[src/hw/rtl/gclp_pkg.sv]
// Shared types, constants and helper functions for the G-code line parser.
// Used by gclp_ctrl, gclp_dp and gcode_line_parser; depends on nothing.
`timescale 1ns / 1ps

package gclp_pkg;

   localparam int FRAC_BITS  = 16;
   localparam int NUM_PARAMS = 11;
   localparam int MAX_FRAC   = 9;
   // divider dividend: accumulator shifted by the fraction bits, plus a carry bit
   localparam int DIV_W      = 64 + FRAC_BITS + 1;
   localparam int DCNT_W     = $clog2(DIV_W);
   localparam int P10_W      = 30;
   localparam int RSP_BITS   = 13 + 8 + 16 + 8 + 7 * 32 + 64;
   localparam int RSP_W      = ((RSP_BITS + 7) / 8) * 8;

   // field indexes, in letter order g m t s p x y z f e n
   localparam logic [3:0] F_G    = 4'd0;
   localparam logic [3:0] F_M    = 4'd1;
   localparam logic [3:0] F_T    = 4'd2;
   localparam logic [3:0] F_S    = 4'd3;
   localparam logic [3:0] F_P    = 4'd4;
   localparam logic [3:0] F_X    = 4'd5;
   localparam logic [3:0] F_Y    = 4'd6;
   localparam logic [3:0] F_Z    = 4'd7;
   localparam logic [3:0] F_F    = 4'd8;
   localparam logic [3:0] F_E    = 4'd9;
   localparam logic [3:0] F_N    = 4'd10;
   localparam logic [3:0] F_NONE = 4'd15;

   localparam int HOST_BIT  = 11;
   localparam int CHECK_BIT = 12;

   localparam logic [7:0] CH_SEMI  = 8'h3B;
   localparam logic [7:0] CH_STAR  = 8'h2A;
   localparam logic [7:0] CH_AT    = 8'h40;
   localparam logic [7:0] CH_NL    = 8'h0A;
   localparam logic [7:0] CH_PLUS  = 8'h2B;
   localparam logic [7:0] CH_MINUS = 8'h2D;
   localparam logic [7:0] CH_DOT   = 8'h2E;
   localparam logic [7:0] CH_ZERO  = 8'h30;

   typedef enum logic [2:0] {
      PH_START, PH_FIELDS, PH_HOST, PH_IGNORE, PH_SEEK, PH_CHECK
   } phase_type;

   typedef enum logic [2:0] {
      ST_PRE, ST_SIGN, ST_INT, ST_DOT, ST_FRAC, ST_BAD, ST_OK
   } nstage_type;

   typedef enum logic [2:0] {
      S_IDLE, S_EXEC, S_DIV_EXEC, S_FIN, S_DIV_FIN
   } state_type;

   typedef struct packed {
      logic load;
      logic exec;
      logic div_start;
      logic div_run;
      logic fin_field;
      logic emit;
   } cmd_type;

   typedef struct packed {
      logic last;
      logic need_div_exec;
      logic need_div_fin;
      logic fin_pending;
      logic div_last;
      logic rsp_free;
   } status_type;

   function automatic logic is_blank(input logic [7:0] c);
      return (c == 8'h20) || (c >= 8'h09 && c <= 8'h0D);
   endfunction

   function automatic logic is_digit(input logic [7:0] c);
      return (c >= 8'h30) && (c <= 8'h39);
   endfunction

   function automatic logic [P10_W-1:0] pow10(input logic [3:0] n);
      logic [P10_W-1:0] r;
      case (n)
         4'd0: r = 30'd1;
         4'd1: r = 30'd10;
         4'd2: r = 30'd100;
         4'd3: r = 30'd1000;
         4'd4: r = 30'd10000;
         4'd5: r = 30'd100000;
         4'd6: r = 30'd1000000;
         4'd7: r = 30'd10000000;
         4'd8: r = 30'd100000000;
         4'd9: r = 30'd1000000000;
         default: r = 30'd1;
      endcase
      return r;
   endfunction

   function automatic logic [3:0] letter_index(input logic [7:0] lc);
      logic [3:0] r;
      case (lc)
         8'h67: r = F_G;
         8'h6D: r = F_M;
         8'h74: r = F_T;
         8'h73: r = F_S;
         8'h70: r = F_P;
         8'h78: r = F_X;
         8'h79: r = F_Y;
         8'h7A: r = F_Z;
         8'h66: r = F_F;
         8'h65: r = F_E;
         8'h6E: r = F_N;
         default: r = F_NONE;
      endcase
      return r;
   endfunction

   // saturate a magnitude with sign into the 32-bit signed range
   function automatic logic [31:0] sat_s32(input logic [63:0] mag, input logic neg);
      logic [31:0] r;
      if (neg) begin
         if (mag >= 64'h8000_0000) r = 32'h8000_0000;
         else r = 32'(~mag[31:0] + 32'd1);
      end else begin
         if (mag > 64'h7FFF_FFFF) r = 32'h7FFF_FFFF;
         else r = mag[31:0];
      end
      return r;
   endfunction

endpackage

[src/hw/rtl/gclp_ctrl.sv]
// Sequencer of the G-code line parser: takes beats, runs the per-character
// step, the fixed-point divider and the end-of-line wrap-up. Uses gclp_pkg.
`timescale 1ns / 1ps

module gclp_ctrl (
   input  logic                 clock,
   input  logic                 reset,
   input  logic                 req_tvalid,
   output logic                 req_tready,
   input  gclp_pkg::status_type sts,
   output gclp_pkg::cmd_type    cmd
);

   gclp_pkg::state_type state_ff, state_in;

   always_ff @(posedge clock) begin
      if (reset) state_ff <= gclp_pkg::S_IDLE;
      else state_ff <= state_in;
   end

   always_comb begin
      state_in = state_ff;
      case (state_ff)
         gclp_pkg::S_IDLE: begin
            if (req_tvalid) state_in = gclp_pkg::S_EXEC;
         end
         gclp_pkg::S_EXEC: begin
            if (sts.need_div_exec) state_in = gclp_pkg::S_DIV_EXEC;
            else if (sts.last) state_in = gclp_pkg::S_FIN;
            else state_in = gclp_pkg::S_IDLE;
         end
         gclp_pkg::S_DIV_EXEC: begin
            if (sts.div_last) state_in = gclp_pkg::S_EXEC;
         end
         gclp_pkg::S_FIN: begin
            if (sts.need_div_fin) state_in = gclp_pkg::S_DIV_FIN;
            else if (!sts.fin_pending && sts.rsp_free) state_in = gclp_pkg::S_IDLE;
         end
         gclp_pkg::S_DIV_FIN: begin
            if (sts.div_last) state_in = gclp_pkg::S_FIN;
         end
         default: state_in = gclp_pkg::S_IDLE;
      endcase
   end

   always_comb begin
      cmd = '0;
      req_tready = 1'b0;
      case (state_ff)
         gclp_pkg::S_IDLE: begin
            req_tready = 1'b1;
            cmd.load = req_tvalid;
         end
         gclp_pkg::S_EXEC: begin
            cmd.div_start = sts.need_div_exec;
            cmd.exec = !sts.need_div_exec;
         end
         gclp_pkg::S_DIV_EXEC, gclp_pkg::S_DIV_FIN: begin
            cmd.div_run = 1'b1;
         end
         gclp_pkg::S_FIN: begin
            if (sts.need_div_fin) cmd.div_start = 1'b1;
            else if (sts.fin_pending) cmd.fin_field = 1'b1;
            else cmd.emit = sts.rsp_free;
         end
         default: cmd = '0;
      endcase
   end

endmodule

[src/hw/rtl/gclp_dp.sv]
// Datapath of the G-code line parser: character registers, line state,
// number accumulator, bit-serial fixed-point divider, value store and the
// result register. Uses gclp_pkg.
`timescale 1ns / 1ps

module gclp_dp (
   input  logic                         clock,
   input  logic                         reset,
   input  logic [7:0]                   req_tdata,
   input  logic                         req_tlast,
   output logic                         rsp_tvalid,
   input  logic                         rsp_tready,
   output logic [gclp_pkg::RSP_W-1:0]   rsp_tdata,
   input  gclp_pkg::cmd_type            cmd,
   output gclp_pkg::status_type         sts
);

   logic [7:0]            char_ff;
   logic                  last_ff;
   logic [7:0]            xor_ff;
   gclp_pkg::phase_type   phase_ff, phase_in;
   gclp_pkg::nstage_type  stage_ff, stage_in;
   logic [3:0]            active_ff, active_in;
   logic [63:0]           accum_ff, accum_in;
   logic [3:0]            frac_ff, frac_in;
   logic                  neg_ff, neg_in;
   logic [7:0]            chk_ff, chk_in;
   logic [12:0]           flags_ff, flags_in;

   logic [7:0]            val_g_ff, val_t_ff;
   logic [15:0]           val_m_ff;
   logic [31:0]           val_s_ff, val_p_ff;
   logic [31:0]           val_fx_ff [5];
   logic [63:0]           val_n_ff;

   logic [gclp_pkg::DIV_W-1:0]  num_ff;
   logic [30:0]                 rem_ff;
   logic [gclp_pkg::P10_W-1:0]  div_ff;
   logic [31:0]                 quot_ff;
   logic                        sticky_ff;
   logic [gclp_pkg::DCNT_W-1:0] cnt_ff;

   logic                        rsp_valid_ff;
   logic [gclp_pkg::RSP_W-1:0]  rsp_data_ff;

   // ---------------- number feed ----------------
   logic [7:0]  c;
   logic [7:0]  lc;
   logic [3:0]  dig;
   logic        blank, digit, sign_c, is_fixed, as_sign, feed_ok, num_valid;
   logic [67:0] acc_wide;
   logic [63:0] acc_next;
   gclp_pkg::nstage_type f_stage;
   logic        f_neg;
   logic [63:0] f_accum;
   logic [3:0]  f_frac;

   assign c      = char_ff;
   assign lc     = (c >= 8'h41 && c <= 8'h5A) ? 8'(c + 8'd32) : c;
   assign dig    = 4'(c - gclp_pkg::CH_ZERO);
   assign blank  = gclp_pkg::is_blank(c);
   assign digit  = gclp_pkg::is_digit(c);
   assign sign_c = (c == gclp_pkg::CH_PLUS) || (c == gclp_pkg::CH_MINUS);
   assign is_fixed = (active_ff >= gclp_pkg::F_X) && (active_ff <= gclp_pkg::F_E);
   assign num_valid = (stage_ff == gclp_pkg::ST_INT) || (stage_ff == gclp_pkg::ST_FRAC);

   // accum * 10 + digit, saturating at all ones
   assign acc_wide = {accum_ff, 3'b000} + {3'b000, accum_ff, 1'b0} + {64'd0, dig};
   assign acc_next = (acc_wide[67:64] != 4'd0) ? '1 : acc_wide[63:0];

   always_comb begin
      feed_ok = 1'b0;
      as_sign = 1'b0;
      f_stage = stage_ff;
      f_neg   = neg_ff;
      f_accum = accum_ff;
      f_frac  = frac_ff;
      case (stage_ff)
         gclp_pkg::ST_PRE: begin
            if (blank) feed_ok = 1'b1;
            else if (sign_c) begin
               feed_ok = 1'b1;
               f_neg = (c == gclp_pkg::CH_MINUS);
               f_stage = gclp_pkg::ST_SIGN;
            end else as_sign = 1'b1;
         end
         gclp_pkg::ST_SIGN: as_sign = 1'b1;
         gclp_pkg::ST_INT: begin
            if (digit) begin
               feed_ok = 1'b1;
               f_accum = acc_next;
            end else if (c == gclp_pkg::CH_DOT && is_fixed) begin
               feed_ok = 1'b1;
               f_stage = gclp_pkg::ST_FRAC;
            end
         end
         gclp_pkg::ST_DOT, gclp_pkg::ST_FRAC: begin
            if (digit) begin
               feed_ok = 1'b1;
               f_stage = gclp_pkg::ST_FRAC;
               if (frac_ff < 4'(gclp_pkg::MAX_FRAC)) begin
                  f_accum = acc_next;
                  f_frac = 4'(frac_ff + 4'd1);
               end
            end
         end
         default: feed_ok = 1'b0;
      endcase
      if (as_sign) begin
         if (digit) begin
            feed_ok = 1'b1;
            f_accum = acc_next;
            f_stage = gclp_pkg::ST_INT;
         end else if (c == gclp_pkg::CH_DOT && is_fixed) begin
            feed_ok = 1'b1;
            f_stage = gclp_pkg::ST_DOT;
         end
      end
   end

   // ---------------- integer field finish ----------------
   logic [63:0] int_val;
   always_comb begin
      case (active_ff)
         gclp_pkg::F_S, gclp_pkg::F_P:
            int_val = {32'd0, gclp_pkg::sat_s32(accum_ff, neg_ff)};
         gclp_pkg::F_G, gclp_pkg::F_T:
            int_val = neg_ff ? 64'd0 : (accum_ff > 64'hFF ? 64'hFF : accum_ff);
         gclp_pkg::F_M:
            int_val = neg_ff ? 64'd0 : (accum_ff > 64'hFFFF ? 64'hFFFF : accum_ff);
         default:
            int_val = neg_ff ? 64'd0 : accum_ff;
      endcase
   end

   // ---------------- divider ----------------
   logic [31:0]                r2;
   logic                       ge;
   logic [gclp_pkg::P10_W-1:0] p10;
   logic [31:0]                quot_nx;
   logic                       sticky_nx;
   logic [31:0]                fx_mag;
   logic [31:0]                fx_val;
   logic                       div_last;

   assign p10 = gclp_pkg::pow10(frac_ff);
   assign r2  = {rem_ff, num_ff[gclp_pkg::DIV_W-1]};
   assign ge  = r2 >= {2'b00, div_ff};
   assign div_last = (cnt_ff == gclp_pkg::DCNT_W'(gclp_pkg::DIV_W - 1));
   assign quot_nx   = {quot_ff[30:0], ge};
   assign sticky_nx = sticky_ff | quot_ff[31];
   // magnitude caps at 2^31 before sign and saturation; taken after the last step
   assign fx_mag = (sticky_nx || quot_nx[31]) ? 32'h8000_0000 : quot_nx;
   assign fx_val = gclp_pkg::sat_s32({32'd0, fx_mag}, neg_ff);

   // ---------------- per-character step ----------------
   logic       do_rest, do_finish, start_chk;
   logic [3:0] li;
   assign li = gclp_pkg::letter_index(lc);

   always_comb begin
      phase_in  = phase_ff;
      stage_in  = stage_ff;
      active_in = active_ff;
      accum_in  = accum_ff;
      frac_in   = frac_ff;
      neg_in    = neg_ff;
      chk_in    = chk_ff;
      flags_in  = flags_ff;
      do_rest   = 1'b0;
      do_finish = 1'b0;
      start_chk = 1'b0;
      case (phase_ff)
         gclp_pkg::PH_START: begin
            if (blank) phase_in = phase_ff;
            else if (c == gclp_pkg::CH_SEMI || c == gclp_pkg::CH_NL ||
                     c == gclp_pkg::CH_STAR) phase_in = gclp_pkg::PH_IGNORE;
            else if (c == gclp_pkg::CH_AT) phase_in = gclp_pkg::PH_HOST;
            else begin
               phase_in = gclp_pkg::PH_FIELDS;
               do_rest = 1'b1;
            end
         end
         gclp_pkg::PH_FIELDS: begin
            if (active_ff != gclp_pkg::F_NONE && feed_ok) begin
               stage_in = f_stage;
               neg_in   = f_neg;
               accum_in = f_accum;
               frac_in  = f_frac;
            end else begin
               do_finish = (active_ff != gclp_pkg::F_NONE);
               do_rest = 1'b1;
            end
         end
         gclp_pkg::PH_HOST: begin
            if (c == gclp_pkg::CH_SEMI || c == gclp_pkg::CH_NL || c == gclp_pkg::CH_STAR)
               phase_in = gclp_pkg::PH_IGNORE;
            else if (!blank) flags_in[gclp_pkg::HOST_BIT] = 1'b1;
         end
         gclp_pkg::PH_SEEK: begin
            if (c == gclp_pkg::CH_STAR) start_chk = 1'b1;
         end
         gclp_pkg::PH_CHECK: begin
            case (stage_ff)
               gclp_pkg::ST_PRE: begin
                  if (blank) stage_in = stage_ff;
                  else if (sign_c) begin
                     neg_in = (c == gclp_pkg::CH_MINUS);
                     stage_in = gclp_pkg::ST_SIGN;
                  end else if (digit) begin
                     chk_in = {4'd0, dig};
                     stage_in = gclp_pkg::ST_INT;
                  end else stage_in = gclp_pkg::ST_BAD;
               end
               gclp_pkg::ST_SIGN: begin
                  if (digit) begin
                     chk_in = {4'd0, dig};
                     stage_in = gclp_pkg::ST_INT;
                  end else stage_in = gclp_pkg::ST_BAD;
               end
               gclp_pkg::ST_INT: begin
                  if (digit) chk_in = 8'({chk_ff, 3'b000} + {chk_ff, 1'b0} + {7'd0, dig});
                  else stage_in = gclp_pkg::ST_OK;
               end
               default: stage_in = stage_ff;
            endcase
         end
         default: phase_in = phase_ff;
      endcase

      if (do_finish) begin
         // fixed fields with a number never get here: they go through the divider
         if (num_valid && !is_fixed) flags_in[active_ff] = 1'b1;
         active_in = gclp_pkg::F_NONE;
      end
      if (do_rest) begin
         if (c == gclp_pkg::CH_SEMI || c == gclp_pkg::CH_NL) phase_in = gclp_pkg::PH_SEEK;
         else if (c == gclp_pkg::CH_STAR) start_chk = 1'b1;
         else if (li != gclp_pkg::F_NONE && !flags_in[li]) begin
            active_in = li;
            stage_in  = gclp_pkg::ST_PRE;
            accum_in  = '0;
            frac_in   = '0;
            neg_in    = 1'b0;
         end
      end
      if (start_chk) begin
         phase_in = gclp_pkg::PH_CHECK;
         stage_in = gclp_pkg::ST_PRE;
         chk_in   = '0;
         neg_in   = 1'b0;
      end
   end

   // ---------------- status ----------------
   logic fields_open;
   assign fields_open = (phase_ff == gclp_pkg::PH_FIELDS) && (active_ff != gclp_pkg::F_NONE);

   assign sts.last          = last_ff;
   assign sts.need_div_exec = fields_open && !feed_ok && is_fixed && num_valid;
   assign sts.need_div_fin  = fields_open && is_fixed && num_valid;
   assign sts.fin_pending   = fields_open;
   assign sts.div_last      = div_last;
   assign sts.rsp_free      = !rsp_valid_ff || rsp_tready;

   // ---------------- line state registers ----------------
   logic int_wr;
   assign int_wr = (cmd.exec && do_finish && num_valid && !is_fixed) ||
                   (cmd.fin_field && num_valid && !is_fixed);

   always_ff @(posedge clock) begin
      if (reset || cmd.emit) begin
         xor_ff    <= '0;
         phase_ff  <= gclp_pkg::PH_START;
         stage_ff  <= gclp_pkg::ST_PRE;
         active_ff <= gclp_pkg::F_NONE;
         accum_ff  <= '0;
         frac_ff   <= '0;
         neg_ff    <= 1'b0;
         chk_ff    <= '0;
         flags_ff  <= '0;
      end else if (cmd.load) begin
         if (phase_ff != gclp_pkg::PH_CHECK && req_tdata != gclp_pkg::CH_STAR)
            xor_ff <= xor_ff ^ req_tdata;
      end else if (cmd.exec) begin
         phase_ff  <= phase_in;
         stage_ff  <= stage_in;
         active_ff <= active_in;
         accum_ff  <= accum_in;
         frac_ff   <= frac_in;
         neg_ff    <= neg_in;
         chk_ff    <= chk_in;
         flags_ff  <= flags_in;
      end else if (cmd.div_run && div_last) begin
         flags_ff[active_ff] <= 1'b1;
         active_ff <= gclp_pkg::F_NONE;
      end else if (cmd.fin_field) begin
         if (num_valid && !is_fixed) flags_ff[active_ff] <= 1'b1;
         active_ff <= gclp_pkg::F_NONE;
      end
   end

   always_ff @(posedge clock) begin
      if (cmd.load) begin
         char_ff <= req_tdata;
         last_ff <= req_tlast;
      end
   end

   // ---------------- value store ----------------
   always_ff @(posedge clock) begin
      if (int_wr) begin
         case (active_ff)
            gclp_pkg::F_G: val_g_ff <= int_val[7:0];
            gclp_pkg::F_M: val_m_ff <= int_val[15:0];
            gclp_pkg::F_T: val_t_ff <= int_val[7:0];
            gclp_pkg::F_S: val_s_ff <= int_val[31:0];
            gclp_pkg::F_P: val_p_ff <= int_val[31:0];
            default:       val_n_ff <= int_val;
         endcase
      end
      if (cmd.div_run && div_last)
         val_fx_ff[3'(active_ff - gclp_pkg::F_X)] <= fx_val;
   end

   // ---------------- divider registers ----------------
   always_ff @(posedge clock) begin
      if (cmd.div_start) begin
         num_ff    <= {1'b0, accum_ff, gclp_pkg::FRAC_BITS'(0)} +
                      gclp_pkg::DIV_W'(p10 >> 1);
         div_ff    <= p10;
         rem_ff    <= '0;
         quot_ff   <= '0;
         sticky_ff <= 1'b0;
         cnt_ff    <= '0;
      end else if (cmd.div_run) begin
         num_ff    <= {num_ff[gclp_pkg::DIV_W-2:0], 1'b0};
         rem_ff    <= ge ? 31'(r2 - {2'b00, div_ff}) : r2[30:0];
         quot_ff   <= quot_nx;
         sticky_ff <= sticky_nx;
         cnt_ff    <= gclp_pkg::DCNT_W'(cnt_ff + 1'b1);
      end
   end

   // ---------------- result register ----------------
   logic [12:0] out_flags;
   logic        chk_ok;
   logic [7:0]  chk_signed;

   assign chk_signed = neg_ff ? 8'(~chk_ff + 8'd1) : chk_ff;
   assign chk_ok = (phase_ff == gclp_pkg::PH_CHECK) &&
                   (stage_ff == gclp_pkg::ST_INT || stage_ff == gclp_pkg::ST_OK) &&
                   (chk_signed == xor_ff);

   always_comb begin
      out_flags = flags_ff;
      out_flags[gclp_pkg::CHECK_BIT] = chk_ok;
   end

   always_ff @(posedge clock) begin
      if (reset) rsp_valid_ff <= 1'b0;
      else if (cmd.emit) rsp_valid_ff <= 1'b1;
      else if (rsp_tready) rsp_valid_ff <= 1'b0;
   end

   always_ff @(posedge clock) begin
      if (cmd.emit) begin
         rsp_data_ff <= gclp_pkg::RSP_W'({
            flags_ff[gclp_pkg::F_N] ? val_n_ff     : 64'd0,
            flags_ff[gclp_pkg::F_E] ? val_fx_ff[4] : 32'd0,
            flags_ff[gclp_pkg::F_F] ? val_fx_ff[3] : 32'd0,
            flags_ff[gclp_pkg::F_Z] ? val_fx_ff[2] : 32'd0,
            flags_ff[gclp_pkg::F_Y] ? val_fx_ff[1] : 32'd0,
            flags_ff[gclp_pkg::F_X] ? val_fx_ff[0] : 32'd0,
            flags_ff[gclp_pkg::F_P] ? val_p_ff     : 32'd0,
            flags_ff[gclp_pkg::F_S] ? val_s_ff     : 32'd0,
            flags_ff[gclp_pkg::F_T] ? val_t_ff     : 8'd0,
            flags_ff[gclp_pkg::F_M] ? val_m_ff     : 16'd0,
            flags_ff[gclp_pkg::F_G] ? val_g_ff     : 8'd0,
            out_flags});
      end
   end

   assign rsp_tvalid = rsp_valid_ff;
   assign rsp_tdata  = rsp_data_ff;

endmodule

[src/hw/rtl/gcode_line_parser.sv]
// Top level of the G-code line parser: joins the sequencer and the datapath.
// Depends on gclp_pkg, gclp_ctrl and gclp_dp.
`timescale 1ns / 1ps

// Takes one character per beat on req_ and emits one result beat on rsp_
// after the beat marked req_tlast. An ordinary character is accepted and then
// takes one step of the line parser. A character that closes a number on X,
// Y, Z, F or E, and the end of a line with such a number still open, also go
// through the bit-serial divider (64 + fraction bits + 1 dividend bits) that
// converts the decimal fraction to fixed point before the work resumes. The
// end of a line adds a wrap-up, which also waits for the previous result to
// leave. The result sits in an output register, so the next line's
// characters are accepted while it waits on rsp_tready.

module gcode_line_parser (
   input  logic                       clock,
   input  logic                       reset,
   input  logic                       req_tvalid,
   output logic                       req_tready,
   input  logic [7:0]                 req_tdata,   // [7:0] char_byte
   input  logic                       req_tlast,   // line_last
   output logic                       rsp_tvalid,
   input  logic                       rsp_tready,
   // [12:0] present_flags, [20:13] value_g, [36:21] value_m, [44:37] value_t,
   // [76:45] value_s, [108:77] value_p, [140:109] value_x, [172:141] value_y,
   // [204:173] value_z, [236:205] value_f, [268:237] value_e,
   // [332:269] value_n, [335:333] zero
   output logic [gclp_pkg::RSP_W-1:0] rsp_tdata
);

   gclp_pkg::cmd_type    cmd;
   gclp_pkg::status_type sts;

   gclp_ctrl u_ctrl (
      .clock      (clock),
      .reset      (reset),
      .req_tvalid (req_tvalid),
      .req_tready (req_tready),
      .sts        (sts),
      .cmd        (cmd)
   );

   gclp_dp u_dp (
      .clock      (clock),
      .reset      (reset),
      .req_tdata  (req_tdata),
      .req_tlast  (req_tlast),
      .rsp_tvalid (rsp_tvalid),
      .rsp_tready (rsp_tready),
      .rsp_tdata  (rsp_tdata),
      .cmd        (cmd),
      .sts        (sts)
   );

endmodule

[config.mk]
export PLATFORM = sky130hd
export DESIGN_NAME = gcode_line_parser
export DESIGN_NICKNAME = d
export VERILOG_FILES = /design/src/hw/rtl/gclp_pkg.sv /design/src/hw/rtl/gclp_ctrl.sv /design/src/hw/rtl/gclp_dp.sv /design/src/hw/rtl/gcode_line_parser.sv
export SDC_FILE = /design/constraint.sdc
export NUM_CORES = 2
export LEC_CHECK = 0
export BUFFER_PORTS_ARGS = -buffer_cell sky130_fd_sc_hd__buf_2
export CAP_MARGIN = 25
export CORE_UTILIZATION = 28
export DETAILED_ROUTE_END_ITERATION = 8
export HOLD_SLACK_MARGIN = 0.03
export PLACE_DENSITY = 0.48
export SLEW_MARGIN = 10
export SYNTH_ARGS = -nofsm -noshare
export SYNTH_HDL_FRONTEND = slang
export SYNTH_HIERARCHICAL = 1
export SYNTH_SLANG_ARGS = --single-unit
[constraint.sdc]
create_clock -name clock -period 39.3 [get_ports clock]
set_clock_uncertainty 0.15 [all_clocks]
set_input_delay 3.93 -clock clock [delete_from_list [all_inputs] [get_ports clock]]
set_output_delay 3.93 -clock clock [all_outputs]
set_load 0.01 [all_outputs]
==> impl_metrics.prom <==
# TYPE chip_impl_metric gauge
chip_impl_info{name="rsz_0062_raised_after_global_routing",value="false"} 1
chip_impl_info{name="layout.cells.most_common_list",value="766 x sky130_fd_sc_hd__edfxtp_1, 393 x sky130_fd_sc_hd__nor2_1, 376 x sky130_fd_sc_hd__and2_1"} 1
chip_impl_metric{name="globalRouteOverflowTotal",unit=""} 0
chip_impl_metric{name="design.portCount",unit=""} 351
chip_impl_metric{name="fin_nets",unit=""} 4946
chip_impl_metric{name="number_of_setup_violations_in_the_final_report",unit=""} 0
chip_impl_info{name="leading_cell_type_in_the_layout_fill_and_taps_excluded",value="sky130_fd_sc_hd__edfxtp_1"} 1
chip_impl_metric{name="tightest_slew",unit="ns"} 1.03
chip_impl_info{name="clock_tree.root_cell",value="sky130_fd_sc_hd__clkbuf_16"} 1
chip_impl_metric{name="layout_fillers",unit=""} 17203
chip_impl_info{name="synth.area.top_cells",value="sky130_fd_sc_hd__edfxtp_1 48%, sky130_fd_sc_hd__dfxtp_1 8.5%, sky130_fd_sc_hd__ha_1 5.1%, sky130_fd_sc_hd__and2_1 4.9%, sky130_fd_sc_hd__a21oi_1 3.1%"} 1
chip_impl_info{name="cts_tree",value="built"} 1
chip_impl_metric{name="totalNegativeSetupSlack",unit="ns"} 0
chip_impl_metric{name="drive_above_1_share",unit="%"} 14.0
chip_impl_metric{name="final_report_max_slew_violation_count",unit=""} 0
chip_impl_metric{name="ctsHoldBuffers",unit=""} 0
chip_impl_metric{name="timing_hold_violations_final",unit=""} 0
chip_impl_metric{name="postCtsSetupRepairBufs",unit=""} 0
chip_impl_metric{name="required",unit="ns"} 39.82
chip_impl_metric{name="floorplan.die.width",unit="um"} 417
chip_impl_info{name="crit_path_start_kind",value="flop"} 1
chip_impl_metric{name="synth_cell_type_count",unit=""} 98
chip_impl_info{name="timing_worst_setup_path_type",value="reg -> reg"} 1
chip_impl_metric{name="power-per-cell-area",unit="nW/um2"} 42.6
chip_impl_metric{name="grt.total_usage",unit="%"} 16.4
chip_impl_metric{name="synth.ff_latch_count",unit=""} 971
chip_impl_metric{name="row_count",unit=""} 151
chip_impl_metric{name="netlist_area",unit="um2"} 48200
chip_impl_info{name="timing.critical_path.from",value="u_dp/active_ff[0]$_SDFFE_PP1P_"} 1
chip_impl_metric{name="finalCritPeriodShare",unit="%"} 16.6
chip_impl_metric{name="wl_met3",unit="mm"} 6.62
chip_impl_info{name="run_status",value="finished, final reports clean"} 1
chip_impl_metric{name="cts.path.max_buffers",unit=""} 3
chip_impl_metric{name="post_synth.cell_area_avg",unit="um2"} 10.9
chip_impl_metric{name="cts_repair_resize_count",unit=""} 0
chip_impl_metric{name="dp_hpwl",unit="mm"} 100
chip_impl_metric{name="portBuffers",unit=""} 347
chip_impl_metric{name="antenna_violating_nets_post_route",unit=""} 0
chip_impl_metric{name="wl_met2",unit="mm"} 69.3
chip_impl_metric{name="cts-buffers-inserted",unit=""} 108
chip_impl_metric{name="initial_antenna_violation_count",unit=""} 7
chip_impl_metric{name="cap_violations",unit=""} 0
chip_impl_info{name="netlist.top_cell.by_area",value="sky130_fd_sc_hd__edfxtp_1"} 1
chip_impl_info{name="timing.hold.worst.class",value="reg -> reg"} 1
chip_impl_metric{name="gp_congestion",unit=""} 0.869
chip_impl_metric{name="yosysTopAreaCellShare",unit="%"} 47.7
chip_impl_metric{name="worst-path-max-fanout",unit=""} 18
chip_impl_metric{name="dr.first_iter.drc_count",unit=""} 2790
chip_impl_metric{name="peakVddDrop",unit="uV"} 35.1
chip_impl_metric{name="power_leakage",unit="uW"} 0.0209
chip_impl_metric{name="totalPowerFinal",unit="uW"} 2390
chip_impl_metric{name="syn-instance-count",unit=""} 4443
chip_impl_metric{name="design.die.area",unit="um2"} 174000
chip_impl_info{name="synth-main-ff-cell",value="sky130_fd_sc_hd__edfxtp_1"} 1
chip_impl_metric{name="clock_tree.htree_level_count",unit=""} 3
chip_impl_info{name="reg2reg_from",value="u_dp/active_ff[0]$_SDFFE_PP1P_"} 1
chip_impl_metric{name="synth-async-reset-ratio",unit="%"} 0
chip_impl_metric{name="timing.critical_path.slowest_cell_delay",unit="ns"} 0.70
chip_impl_metric{name="area_growth_syn_to_layout",unit="%"} 16.5
chip_impl_metric{name="largest_net_degree_at_the_start_of_global_routing",unit=""} 157
chip_impl_metric{name="initial_utilization",unit="%"} 28.3
chip_impl_metric{name="worst-endpoint-arrival",unit="ns"} 7.06
chip_impl_info{name="cp_cell_sequence",value="inv_1 > ha_1 > o21ai_0 > o2bb2ai_1 > or4b_1 > o2bb2ai_2 > and2_1 > nand2_1 > nor2_1 > nor3_1 > nor3_1 > nor2_1 > nand2_1 > nor2_1 > buf_4 > nand2_1 > a41oi_1 > a21o_2 > o21bai_1 > a22o_1"} 1
chip_impl_metric{name="grt_first_pass_wirelength",unit="mm"} 219
chip_impl_metric{name="layout.area.seq",unit="um2"} 27100
chip_impl_info{name="worst_hold_startpoint",value="u_dp/p10[5]$_SDFF_PP0_"} 1
chip_impl_metric{name="wl_on_met1",unit="mm"} 67.1
chip_impl_info{name="routed.top_layer",value="met4"} 1
chip_impl_metric{name="synth_sequential_area_ratio",unit="%"} 56.2
chip_impl_metric{name="multi_input_gate_area_in_the_final_layout",unit="um2"} 19800
chip_impl_metric{name="drt_first_pass_iters",unit=""} 6
chip_impl_metric{name="route.detailed.drc",unit=""} 0
chip_impl_metric{name="clock_network_latency_to_the_later_pin_of_the_worst_skew_pair",unit="ns"} 0.74
chip_impl_info{name="crit_path_top_delay_cell",value="sky130_fd_sc_hd__nor3_1"} 1
chip_impl_metric{name="core_area",unit="um2"} 170000
chip_impl_metric{name="synthesis.yosys.warnings",unit=""} 6
chip_impl_info{name="end_kind",value="flop"} 1
chip_impl_metric{name="number_of_vias_after_detailed_routing",unit=""} 35054
chip_impl_metric{name="fin_crit",unit="ns"} 6.54
chip_impl_metric{name="grt_pass1_vias",unit=""} 34164
chip_impl_metric{name="drt-wirelength-per-cell",unit="um"} 20.5
chip_impl_metric{name="routed_wirelength",unit="mm"} 146
chip_impl_metric{name="relSlewSlack",unit="%"} 30.7
chip_impl_metric{name="cts.sinks",unit=""} 971
chip_impl_metric{name="drt-vias-per-instance",unit=""} 4.92
chip_impl_metric{name="die_height",unit="um"} 417
chip_impl_metric{name="worst_setup_hold_path_clk_slew",unit="ns"} 0.06
chip_impl_metric{name="number_of_enable_type_register_cells_in_the_synthesized_netlist",unit=""} 766
chip_impl_metric{name="fmax",unit="MHz"} 153
stage by stage:
stage                     hold WS (ns)  instance area [um2]  std cells  util, %  setup WS, ns
after global routing             0.304                56200       7116     33.0         32.23
after global placement           0.291                52600       6910     30.9         32.19
after floorplan                  0.236                48200       4445        -         16.43
after CTS                        0.291                56100       7114     33.0         32.81
after detailed placement         0.273                52600       6912     30.9         32.12
final                            0.286                56200       7119     33.0         32.76
worst max-delay path: cells and delay by family (launching register included):
family | cells | cell delay [ns]
AND/OR/NAND/NOR | 10 | 2.94
AO/OA/AOI/OAI | 7 | 2.10
adder cells (fa/ha/maj) | 1 | 0.48
flip-flops | 1 | 0.40
buffers and inverters | 2 | 0.39
sequential cells by signal, summed over array words and instances, names as in the netlist, 3 cells and up:
name,cells
u_ctrl/state_ff,3
u_dp/accum_ff,64
u_dp/active_ff,4
u_dp/c,8
u_dp/chk_ff,8
u_dp/cnt_ff,7
u_dp/div_ff,23
u_dp/flags_ff,12
u_dp/frac_ff,4
u_dp/num_ff,81
u_dp/p10,23
u_dp/phase_ff,3
u_dp/quot_ff,32
u_dp/rem_ff,31
u_dp/rsp_tdata,333
u_dp/stage_ff,3
u_dp/val_fx_ff,160
u_dp/val_g_ff,8
u_dp/val_m_ff,16
u_dp/val_n_ff,64
u_dp/val_p_ff,32
u_dp/val_s_ff,32
u_dp/val_t_ff,8
u_dp/xor_ff,8
synth_stat cells (32+ instances only):
master,instances
sky130_fd_sc_hd__xor2_1,59
sky130_fd_sc_hd__a21oi_1,302
sky130_fd_sc_hd__nor2_1,401
sky130_fd_sc_hd__o21ai_0,278
sky130_fd_sc_hd__and2_1,376
sky130_fd_sc_hd__ha_1,198
sky130_fd_sc_hd__xnor2_1,116
sky130_fd_sc_hd__or3_1,44
sky130_fd_sc_hd__nand2_1,345
sky130_fd_sc_hd__mux2i_1,61
sky130_fd_sc_hd__nor4_1,32
sky130_fd_sc_hd__a31oi_1,41
sky130_fd_sc_hd__dfxtp_1,205
sky130_fd_sc_hd__inv_1,103
sky130_fd_sc_hd__a211oi_1,36
sky130_fd_sc_hd__nand3_1,81
sky130_fd_sc_hd__nand4_1,36
sky130_fd_sc_hd__nor3_1,112
sky130_fd_sc_hd__and3_1,36
sky130_fd_sc_hd__edfxtp_1,766
sky130_fd_sc_hd__a21o_1,78
sky130_fd_sc_hd__clkbuf_1,216
power by group:
part           internal (uW)  leakage (uW)  switching [uW]
Sequential              1130       0.00849            25.4
Clock                    581       0.00171             435
Combinational           92.9        0.0107             127
cell type report:
cell class | count | area share (%)
multi-input cells | 3113 | 35.3
clock buffers | 139 | 5.13
diodes | 3 | 0.0134
well taps | 2295 | 5.11
inverters | 104 | 0.695
clock inverters | 63 | 1.23
repair buffers | 431 | 4.29
flip-flops and latches | 971 | 48.3
logic make-up after synthesis:
family                     after synthesis  synth area share (%)
muxes                                   87                  1.87
and+or+nand+nor                       1607                  16.8
other                                    1               0.00777
DFF                                    971                  56.2
xor gates and xnor gates               175                  3.18
AOI/OAI and AO/OA                     1037                  13.6
adders and majority gates              204                  5.39
buffers and inverters                  361                  2.94
per-layer routing:
metal,track usage (%),up-vias
met5,0,-
met4,4.14,0
met3,2.28,176
met2,27.3,893
met1,22.2,17169
li1,-,16816
path summary, 6_finish.rpt:
| kind | end | slack (ns) | depth (start not counted) |
|---|---|---|---|
| hold / removal | u_dp/div_ff[5]$_DFFE_PP_ | 0.29 | 0 |
| setup reg to reg | u_dp/accum_ff[12]$_SDFFE_PP0P_ | 32.76 | 20 |
| hold reg to reg | u_dp/div_ff[5]$_DFFE_PP_ | 0.29 | 0 |
| setup / recovery | u_dp/accum_ff[12]$_SDFFE_PP0P_ | 32.76 | 20 |
Note: power is estimated with default switching activity, not from simulation.
